===== src/design/sensor_packet_deframer_unit_assert.svh =====
// Assertion macros used by the deframer parser module.
// Each assertion is sampled on the rising clock; SPD_ASSERT is off while reset is low.
`ifndef SENSOR_PACKET_DEFRAMER_UNIT_ASSERT_SVH
`define SENSOR_PACKET_DEFRAMER_UNIT_ASSERT_SVH

`ifndef SYNTHESIS
`define SPD_ASSERT(label, clk, rst_n, prop, msg) \
  label: assert property (@(posedge clk) disable iff (!rst_n) prop) else $error(msg);
`define SPD_ASSERT_ALWAYS(label, clk, prop, msg) \
  label: assert property (@(posedge clk) prop) else $error(msg);
`else
`define SPD_ASSERT(label, clk, rst_n, prop, msg)
`define SPD_ASSERT_ALWAYS(label, clk, prop, msg)
`endif

`endif


===== src/design/spd_pkg.sv =====
`timescale 1ns / 1ps

package spd_pkg;

  // Packet layout
  localparam int TIMESTAMP_BYTES = 4;
  localparam int PAYLOAD_BYTES   = 8;
  localparam int CNT_W           = 4;

  // Configuration registers
  localparam int CFG_IDX_W  = 1;
  localparam int CFG_DATA_W = 8;
  localparam logic [CFG_IDX_W-1:0] CFG_START_MARKER = 1'b0;
  localparam logic [CFG_IDX_W-1:0] CFG_END_MARKER   = 1'b1;

  localparam logic [7:0] START_MARKER_RST = 8'h53;
  localparam logic [7:0] END_MARKER_RST   = 8'h45;

  // Output item width: type, id, timestamp, payload, check byte
  localparam int REC_W = 120;

  // One finished packet record
  typedef struct packed {
    logic [7:0]         check_byte;
    logic signed [63:0] payload;
    logic [31:0]        time_stamp;
    logic [7:0]         sensor_id;
    logic [7:0]         data_type;
  } spd_rec_t;

endpackage


===== src/design/sensor_packet_deframer_unit.sv =====
`timescale 1ns / 1ps

// Sensor packet deframer. Takes one received byte per item and emits one packet
// record per good frame: start marker, type, sensor id, 4-byte little-endian
// timestamp, 8-byte little-endian signed payload, a nonzero check byte (zero
// bytes before it are skipped; it is not verified) and the end marker. A bad end
// marker drops the frame; the byte after a good frame is ignored. One byte is
// accepted every cycle while the output register is empty or being read; the
// record reaches out_tvalid the cycle after its end marker is accepted. The user
// must write start and end markers (reset 0x53, 0x45) via cfg_* while idle, unchecked.
module sensor_packet_deframer_unit import spd_pkg::*; (
  input  logic                  clk,
  input  logic                  rst_n,
  input  logic                  cfg_we,
  input  logic [CFG_IDX_W-1:0]  cfg_index,   // 0 start_marker, 1 end_marker
  input  logic [CFG_DATA_W-1:0] cfg_wdata,
  input  logic                  in_tvalid,
  output logic                  in_tready,
  input  logic [7:0]            in_tdata,    // [7:0] rx_byte
  output logic                  out_tvalid,
  input  logic                  out_tready,
  // [7:0] data_type, [15:8] sensor_id, [47:16] time_stamp,
  // [111:48] payload, [119:112] check_byte
  output logic [REC_W-1:0]      out_tdata
);

  logic     byte_acc;
  logic     rec_valid;
  spd_rec_t rec;
  spd_rec_t out_rec;
  logic     slot_free;

  assign in_tready = slot_free;
  assign byte_acc  = in_tvalid && in_tready;

  spd_parse u_parse (
    .clk       (clk),
    .rst_n     (rst_n),
    .cfg_we    (cfg_we),
    .cfg_index (cfg_index),
    .cfg_wdata (cfg_wdata),
    .byte_acc  (byte_acc),
    .rx_byte   (in_tdata),
    .rec_valid (rec_valid),
    .rec       (rec)
  );

  spd_out_reg u_out (
    .clk       (clk),
    .rst_n     (rst_n),
    .load      (rec_valid),
    .rec       (rec),
    .take      (out_tready),
    .slot_free (slot_free),
    .valid     (out_tvalid),
    .data      (out_rec)
  );

  // Pack first field into the lowest bits
  assign out_tdata = {out_rec.check_byte, out_rec.payload, out_rec.time_stamp,
                      out_rec.sensor_id, out_rec.data_type};

endmodule


===== src/design/spd_parse.sv =====
`timescale 1ns / 1ps

`include "sensor_packet_deframer_unit_assert.svh"

// Byte-level packet parser: phase machine, field accumulators, marker registers.
module spd_parse import spd_pkg::*; (
  input  logic                  clk,
  input  logic                  rst_n,
  input  logic                  cfg_we,
  input  logic [CFG_IDX_W-1:0]  cfg_index,
  input  logic [CFG_DATA_W-1:0] cfg_wdata,
  input  logic                  byte_acc,
  input  logic [7:0]            rx_byte,
  output logic                  rec_valid,
  output spd_rec_t              rec
);

  localparam logic [2:0] PH_HUNT  = 3'd0;
  localparam logic [2:0] PH_TYPE  = 3'd1;
  localparam logic [2:0] PH_ID    = 3'd2;
  localparam logic [2:0] PH_TIME  = 3'd3;
  localparam logic [2:0] PH_DATA  = 3'd4;
  localparam logic [2:0] PH_CHECK = 3'd5;
  localparam logic [2:0] PH_END   = 3'd6;
  localparam logic [2:0] PH_DONE  = 3'd7;

  logic [7:0]       start_r;
  logic [7:0]       end_r;
  logic [2:0]       phase_r,  phase_nxt;
  logic [CNT_W-1:0] cnt_r,    cnt_nxt;
  logic [31:0]      ts_r,     ts_nxt;
  logic [63:0]      pl_r,     pl_nxt;
  logic [7:0]       type_r,   type_nxt;
  logic [7:0]       id_r,     id_nxt;
  logic [7:0]       chk_r,    chk_nxt;
  logic [CNT_W-1:0] cnt_inc;
  logic [63:0]      placed;

  // Byte k of a field lands at bits 8k
  assign cnt_inc = cnt_r + CNT_W'(1);
  assign placed  = 64'(rx_byte) << {cnt_r[2:0], 3'b000};

  // Marker registers
  always_ff @(posedge clk) begin
    if (!rst_n) begin
      start_r <= START_MARKER_RST;
      end_r   <= END_MARKER_RST;
    end else if (cfg_we) begin
      unique case (cfg_index)
        CFG_START_MARKER: start_r <= cfg_wdata;
        CFG_END_MARKER:   end_r   <= cfg_wdata;
        default: ;
      endcase
    end
  end

  // Phase machine and accumulators
  always_comb begin
    phase_nxt = phase_r;
    cnt_nxt   = cnt_r;
    ts_nxt    = ts_r;
    pl_nxt    = pl_r;
    type_nxt  = type_r;
    id_nxt    = id_r;
    chk_nxt   = chk_r;
    rec_valid = 1'b0;
    if (byte_acc) begin
      unique case (phase_r)
        PH_HUNT: begin
          if (rx_byte == start_r) phase_nxt = PH_TYPE;
        end
        PH_TYPE: begin
          type_nxt  = rx_byte;
          phase_nxt = PH_ID;
        end
        PH_ID: begin
          id_nxt    = rx_byte;
          cnt_nxt   = '0;
          ts_nxt    = '0;
          pl_nxt    = '0;
          phase_nxt = PH_TIME;
        end
        PH_TIME: begin
          ts_nxt = ts_r | placed[31:0];
          if (cnt_inc >= CNT_W'(TIMESTAMP_BYTES)) begin
            cnt_nxt   = '0;
            phase_nxt = PH_DATA;
          end else begin
            cnt_nxt = cnt_inc;
          end
        end
        PH_DATA: begin
          pl_nxt = pl_r | placed;
          if (cnt_inc >= CNT_W'(PAYLOAD_BYTES)) begin
            cnt_nxt   = '0;
            phase_nxt = PH_CHECK;
          end else begin
            cnt_nxt = cnt_inc;
          end
        end
        PH_CHECK: begin
          // zero bytes are padding before the check byte
          if (rx_byte != 8'h00) begin
            chk_nxt   = rx_byte;
            phase_nxt = PH_END;
          end
        end
        PH_END: begin
          if (rx_byte == end_r) begin
            rec_valid = 1'b1;
            phase_nxt = PH_DONE;
          end else begin
            phase_nxt = PH_HUNT;
          end
        end
        default: begin
          // byte after a good packet is dropped
          phase_nxt = PH_HUNT;
          cnt_nxt   = '0;
          ts_nxt    = '0;
          pl_nxt    = '0;
        end
      endcase
    end
  end

  always_ff @(posedge clk) begin
    if (!rst_n) begin
      phase_r <= PH_HUNT;
      cnt_r   <= '0;
      ts_r    <= '0;
      pl_r    <= '0;
      type_r  <= '0;
      id_r    <= '0;
      chk_r   <= '0;
    end else begin
      phase_r <= phase_nxt;
      cnt_r   <= cnt_nxt;
      ts_r    <= ts_nxt;
      pl_r    <= pl_nxt;
      type_r  <= type_nxt;
      id_r    <= id_nxt;
      chk_r   <= chk_nxt;
    end
  end

  // Record built from the held fields
  assign rec.data_type  = type_r;
  assign rec.sensor_id  = id_r;
  assign rec.time_stamp = ts_r;
  assign rec.payload    = pl_r;
  assign rec.check_byte = chk_r;

  `SPD_ASSERT(a_rec_from_end, clk, rst_n, rec_valid |-> (byte_acc && phase_r == PH_END), "record outside end phase")
  `SPD_ASSERT(a_done_to_hunt, clk, rst_n, (byte_acc && phase_r == PH_DONE) |=> (phase_r == PH_HUNT && cnt_r == '0), "done phase did not return to hunt")
  `SPD_ASSERT(a_rec_then_done, clk, rst_n, rec_valid |=> (phase_r == PH_DONE && chk_r != 8'h00), "record without done phase or with zero check byte")
  `SPD_ASSERT(a_cnt_range, clk, rst_n, cnt_r < CNT_W'(PAYLOAD_BYTES), "byte count out of range")

endmodule


===== src/design/spd_out_reg.sv =====
`timescale 1ns / 1ps

// Output register for finished records; frees its slot in the cycle it is taken.
module spd_out_reg import spd_pkg::*; (
  input  logic     clk,
  input  logic     rst_n,
  input  logic     load,
  input  spd_rec_t rec,
  input  logic     take,
  output logic     slot_free,
  output logic     valid,
  output spd_rec_t data
);

  logic     valid_r, valid_nxt;
  spd_rec_t data_r,  data_nxt;

  assign slot_free = !valid_r || take;

  always_comb begin
    valid_nxt = valid_r;
    data_nxt  = data_r;
    if (load) begin
      valid_nxt = 1'b1;
      data_nxt  = rec;
    end else if (take) begin
      valid_nxt = 1'b0;
    end
  end

  always_ff @(posedge clk) begin
    if (!rst_n) begin
      valid_r <= 1'b0;
    end else begin
      valid_r <= valid_nxt;
    end
  end

  always_ff @(posedge clk) begin
    data_r <= data_nxt;
  end

  assign valid = valid_r;
  assign data  = data_r;

endmodule

===== config.mk =====
export PLATFORM = sky130hd
export DESIGN_NAME = sensor_packet_deframer_unit
export DESIGN_NICKNAME = d
export VERILOG_FILES = /design/src/design/spd_pkg.sv /design/src/design/sensor_packet_deframer_unit.sv /design/src/design/spd_parse.sv /design/src/design/spd_out_reg.sv
export VERILOG_INCLUDE_DIRS = /design/src /design/src/design
export SDC_FILE = /design/constraint.sdc
export NUM_CORES = 1
export LEC_CHECK = 0
export BUFFER_PORTS_ARGS = -buffer_cell sky130_fd_sc_hd__buf_4
export CORE_MARGIN = 5
export CORE_UTILIZATION = 45
export DETAILED_ROUTE_END_ITERATION = 8
export GPL_TIMING_DRIVEN = 0
export MAX_ROUTING_LAYER = met4
export PLACE_DENSITY = 0.66
export SYNTH_ARGS = -nofsm -noshare
export SYNTH_HDL_FRONTEND = slang
export SYNTH_SLANG_ARGS = --single-unit

===== constraint.sdc =====
create_clock -name clk -period 11.33 [get_ports clk]
set_input_delay 2.266 -clock clk [delete_from_list [all_inputs] [get_ports clk]]
set_output_delay 2.266 -clock clk [all_outputs]
set_load 0.05 [all_outputs]

==> metrics.md <==
| Metric | Value |
|---|---|
| Starting Density | 0.458 |
| CP dominant cell by count | buf_4 |
| Vertical die dimension | 151 µm |
| RSZ-0062 raised after global routing | false |
| Vias in the first global route | 5555 |
| GRT overflow | 0 |
| Reg area | 6490 µm² |
| Largest net degree at the start of global routing | 28 |
| Register area share after synthesis | 0.725 |
| Setup crit end kind | output pin |
| R2R cell count | 7 |
| Root Buffer | clkbuf_16 |
| Share of layout cells above drive strength 1 | 0.236 |
| DRT Wirelength | 20100 µm |
| Req. time, crit path | 9.06 ns |
| GRT Util Overall | 0.179 |
| Dpl cells | 1111 |
| Mapped Area | 8950 µm² |
| Routed Antenna Nets | 0 |
| Crit Reg-Reg Endpoint | u_out.data[64]$_DFFE_PP_ |
| Static leakage | 4.34 nW |
| Power per Cell Area | 167 nW/µm² |
| Final Util | 0.575 |
| P&R area growth vs syn | 25.5% |
| Cells after synthesis | 700 |
| CTS hold repair buffers | 0 |
| Multi-input gate area | 2300 µm² |
| Crit path max-delay family | buffers and inverters |
| Antenna violations before repair | 0 |
| WL/cell | 17.3 µm |
| Die area | 22800 µm² |
| Filler cells | 1649 |
| CP max-delay cell | buf_4 |
| Die width | 151 µm |
| RR Startpoint | u_parse.phase_r[1]$_SDFFE_PN0P_ |
| CORE AREA | 19500 µm² |
| First drt pass iteration count | 5 |
| Crit path max fanout | 6 |
| Reg2reg setup slack | 8.26 ns |
| Worst EP arrival | 2.84 ns |
| Post-cts resize count | 0 |
| Synth Net Count | 724 |
| Num ports | 144 |
| PortBufs | 142 |
| Startpoint class of the critical path | input port |
| WP buf/inv | 3 |
| Max cap viols | 0 |
| Clock-pin slew on the worst setup and hold paths | 0.06 ns |
| GP Congestion | 0.834 |
| Setup Buffers After CTS | 0 |
| Worst hold slack | 0.426 ns |
| Relative slew slack | 0.365 |
| Fin. max-slew vios | 0 |
| Fin crit period | 5.10 ns |
| DRT iter0 DRCs | 285 |
| #FFs+latches synth | 264 |
| Max Clk Rate | 0.196 GHz |
| Slew @ Worst Pin | 0.944 ns |
| Yosys cell types | 45 |
| CTS tree | yes |
| Worst path max stage delay | 0.20 ns |
| FP Rows | 51 |
| # DRC | 0 |
| Critical path, cell by cell | buf_4 -> nor2b_1 -> inv_2 -> buf_4 |
| Total number of vias | 5769 |
| Worst VDD drop | 108 µV |
| Avg Vias per Cell | 4.98 |
| Final worst-path cycle share | 0.450 |
| Min-delay worst type | register to register |
| Worst Skew | 0.0194 ns |
| Fin nets | 898 |
| Post-DP HPWL | 13700 µm |
| Status | finished, final reports clean |
| Hold_sp | u_parse.pl_r[36]$_SDFFE_PN0P_ |
| Final std cells w/o fill | 1159 |
| Yosys warnings | 0 |
| Sink Count | 264 |
| ANT cells | 0 |
| Crit path kind | input port to output pin |
| Setup Viol. Count Final | 0 |
| H-tree levels | 1 |
| Clock latency at the later pin of the worst-skew pair | 0.53 ns |
| Hold Crit Endpoint | u_out.data[84]$_DFFE_PP_ |
| First-pass GRT wire length | 30700 µm |
| Num CTS Buffers | 26 |
| Average cell area after synthesis | 12.8 µm² |
| Final hold vios | 0 |
| Worst Hold Depth | 0 |
| Clock buffer depth | 3 |
[report_power, final]
part           leakage, nW  total (mW)  switching [mW]  internal, mW
sequential            2.34        1.00         0.00570         0.998
combinational         1.62      0.0819          0.0543        0.0276
clock                0.384       0.791           0.338         0.453
[synth_stat cells, drive strengths merged]
cell type,instances,area [µm²]
a211oi,2,15.0
a21boi,12,90.1
a21o,1,7.51
a21oi,96,480
a22oi,1,7.51
a31o,1,8.76
a41o,1,10.0
and2,4,25.0
and3,1,6.26
buf,14,70.1
clkbuf,20,75.1
dfxtp,144,2880
edfxtp,120,3600
fa,1,20.0
ha,1,12.5
inv,5,18.8
mux2i,24,240
nand2,42,158
nand2b,1,6.26
nand3,11,55.1
nand4,5,31.3
nand4b,2,17.5
nor2,101,379
nor2b,36,225
nor3,11,120
nor3b,3,27.5
nor4,7,83.8
o211a,2,20.0
o211ai,1,7.51
o21ai,6,41.3
or3,2,12.5
or4,3,22.5
xnor2,11,96.3
xor2,8,70.1
[cells in the final DEF (no fill, tap or decap), types with 3 or more instances in the layout]
cell,n
clkbuf_16,26
clkbuf_1,29
nor2b_1,36
nand3_1,11
and2_1,4
nor4_2,4
xor2_1,8
buf_4,143
mux2i_1,24
nor3_1,3
a21boi_0,11
clkinv_2,4
inv_2,3
a21oi_1,96
nor2_1,100
clkinv_1,6
buf_2,11
nand4_1,5
buf_12,3
dfxtp_1,144
o21ai_0,4
edfxtp_1,120
xnor2_1,11
nand2_1,42
nor3_4,4
nor3_2,4
or4_1,3
[worst reg2reg max path: stages (launching register included)]
cell and delay, ns:
dfxtp_1 0.36, buf_2 0.22, buf_1 0.33, nor3b_1 0.33
nand4_1 0.31, nor2_4 0.71, buf_12 0.28, buf_12 0.22
[sequential cells by signal, indices dropped and copies added, names as in the netlist]
signal,cells
u_out.data,120
u_parse.pl_r,64
u_parse.ts_r,32
u_parse.chk_r,8
u_parse.end_r,8
u_parse.id_r,8
u_parse.start_r,8
u_parse.type_r,8
u_parse.cnt_r,4
u_parse.phase_r,3
u_out.valid,1
[worst max path at each step]
stage,start,to,slack (ns),cells after the start
after floorplan,in_tdata[7],u_out.data[0]$_DFFE_PP_,2.69,5
after global placement,in_tdata[7],u_out.data[36]$_DFFE_PP_,-0.08,5
after detailed placement,out_tready,in_tready,6.23,4
after CTS,out_tready,in_tready,6.22,4
after global routing,out_tready,in_tready,6.16,4
final,out_tready,in_tready,6.23,4
[routing by layer]
metal	global-route usage	share of wire
met2	0.291	0.49
met4	0.0417	0.014
met3	0.0275	0.056
met1	0.240	0.44
met5	-	0
[layout make-up]
class | instances | area share
multi-input combinational | 397 | 0.205
clock inverter | 12 | 0.00791
buffer | 34 | 0.0129
timing repair buffer | 146 | 0.103
sequential | 264 | 0.578
tap | 265 | 0.0295
inverter | 5 | 0.00167
clock buffer | 36 | 0.0622
[kinds of logic (layout without fill, tap and decap cells)]
logic type,count (synthesis),after routing,share of synthesized area
XOR/XNOR,19,19,0.0186
AO/OA/AOI/OAI,123,123,0.0769
adder cells (fa/ha/maj),2,2,0.00364
AND/OR/NAND/NOR,229,229,0.131
flip-flops,264,264,0.725
multiplexers,24,24,0.0268
buffers and inverters,39,233,0.0183
[stage by stage]
stage	TNS, ns	setup WS [ns]	total power, mW	instance area [µm²]
after floorplan	0	2.69	1.08	8950
after global placement	-9.09	-0.0831	1.11	10300
after detailed placement	0	6.23	1.11	10400
after CTS	0	6.22	1.89	11200
after global routing	0	6.16	1.94	11200
final	0	6.23	1.88	11200
No activity file was read; power rests on OpenSTA's default activity.
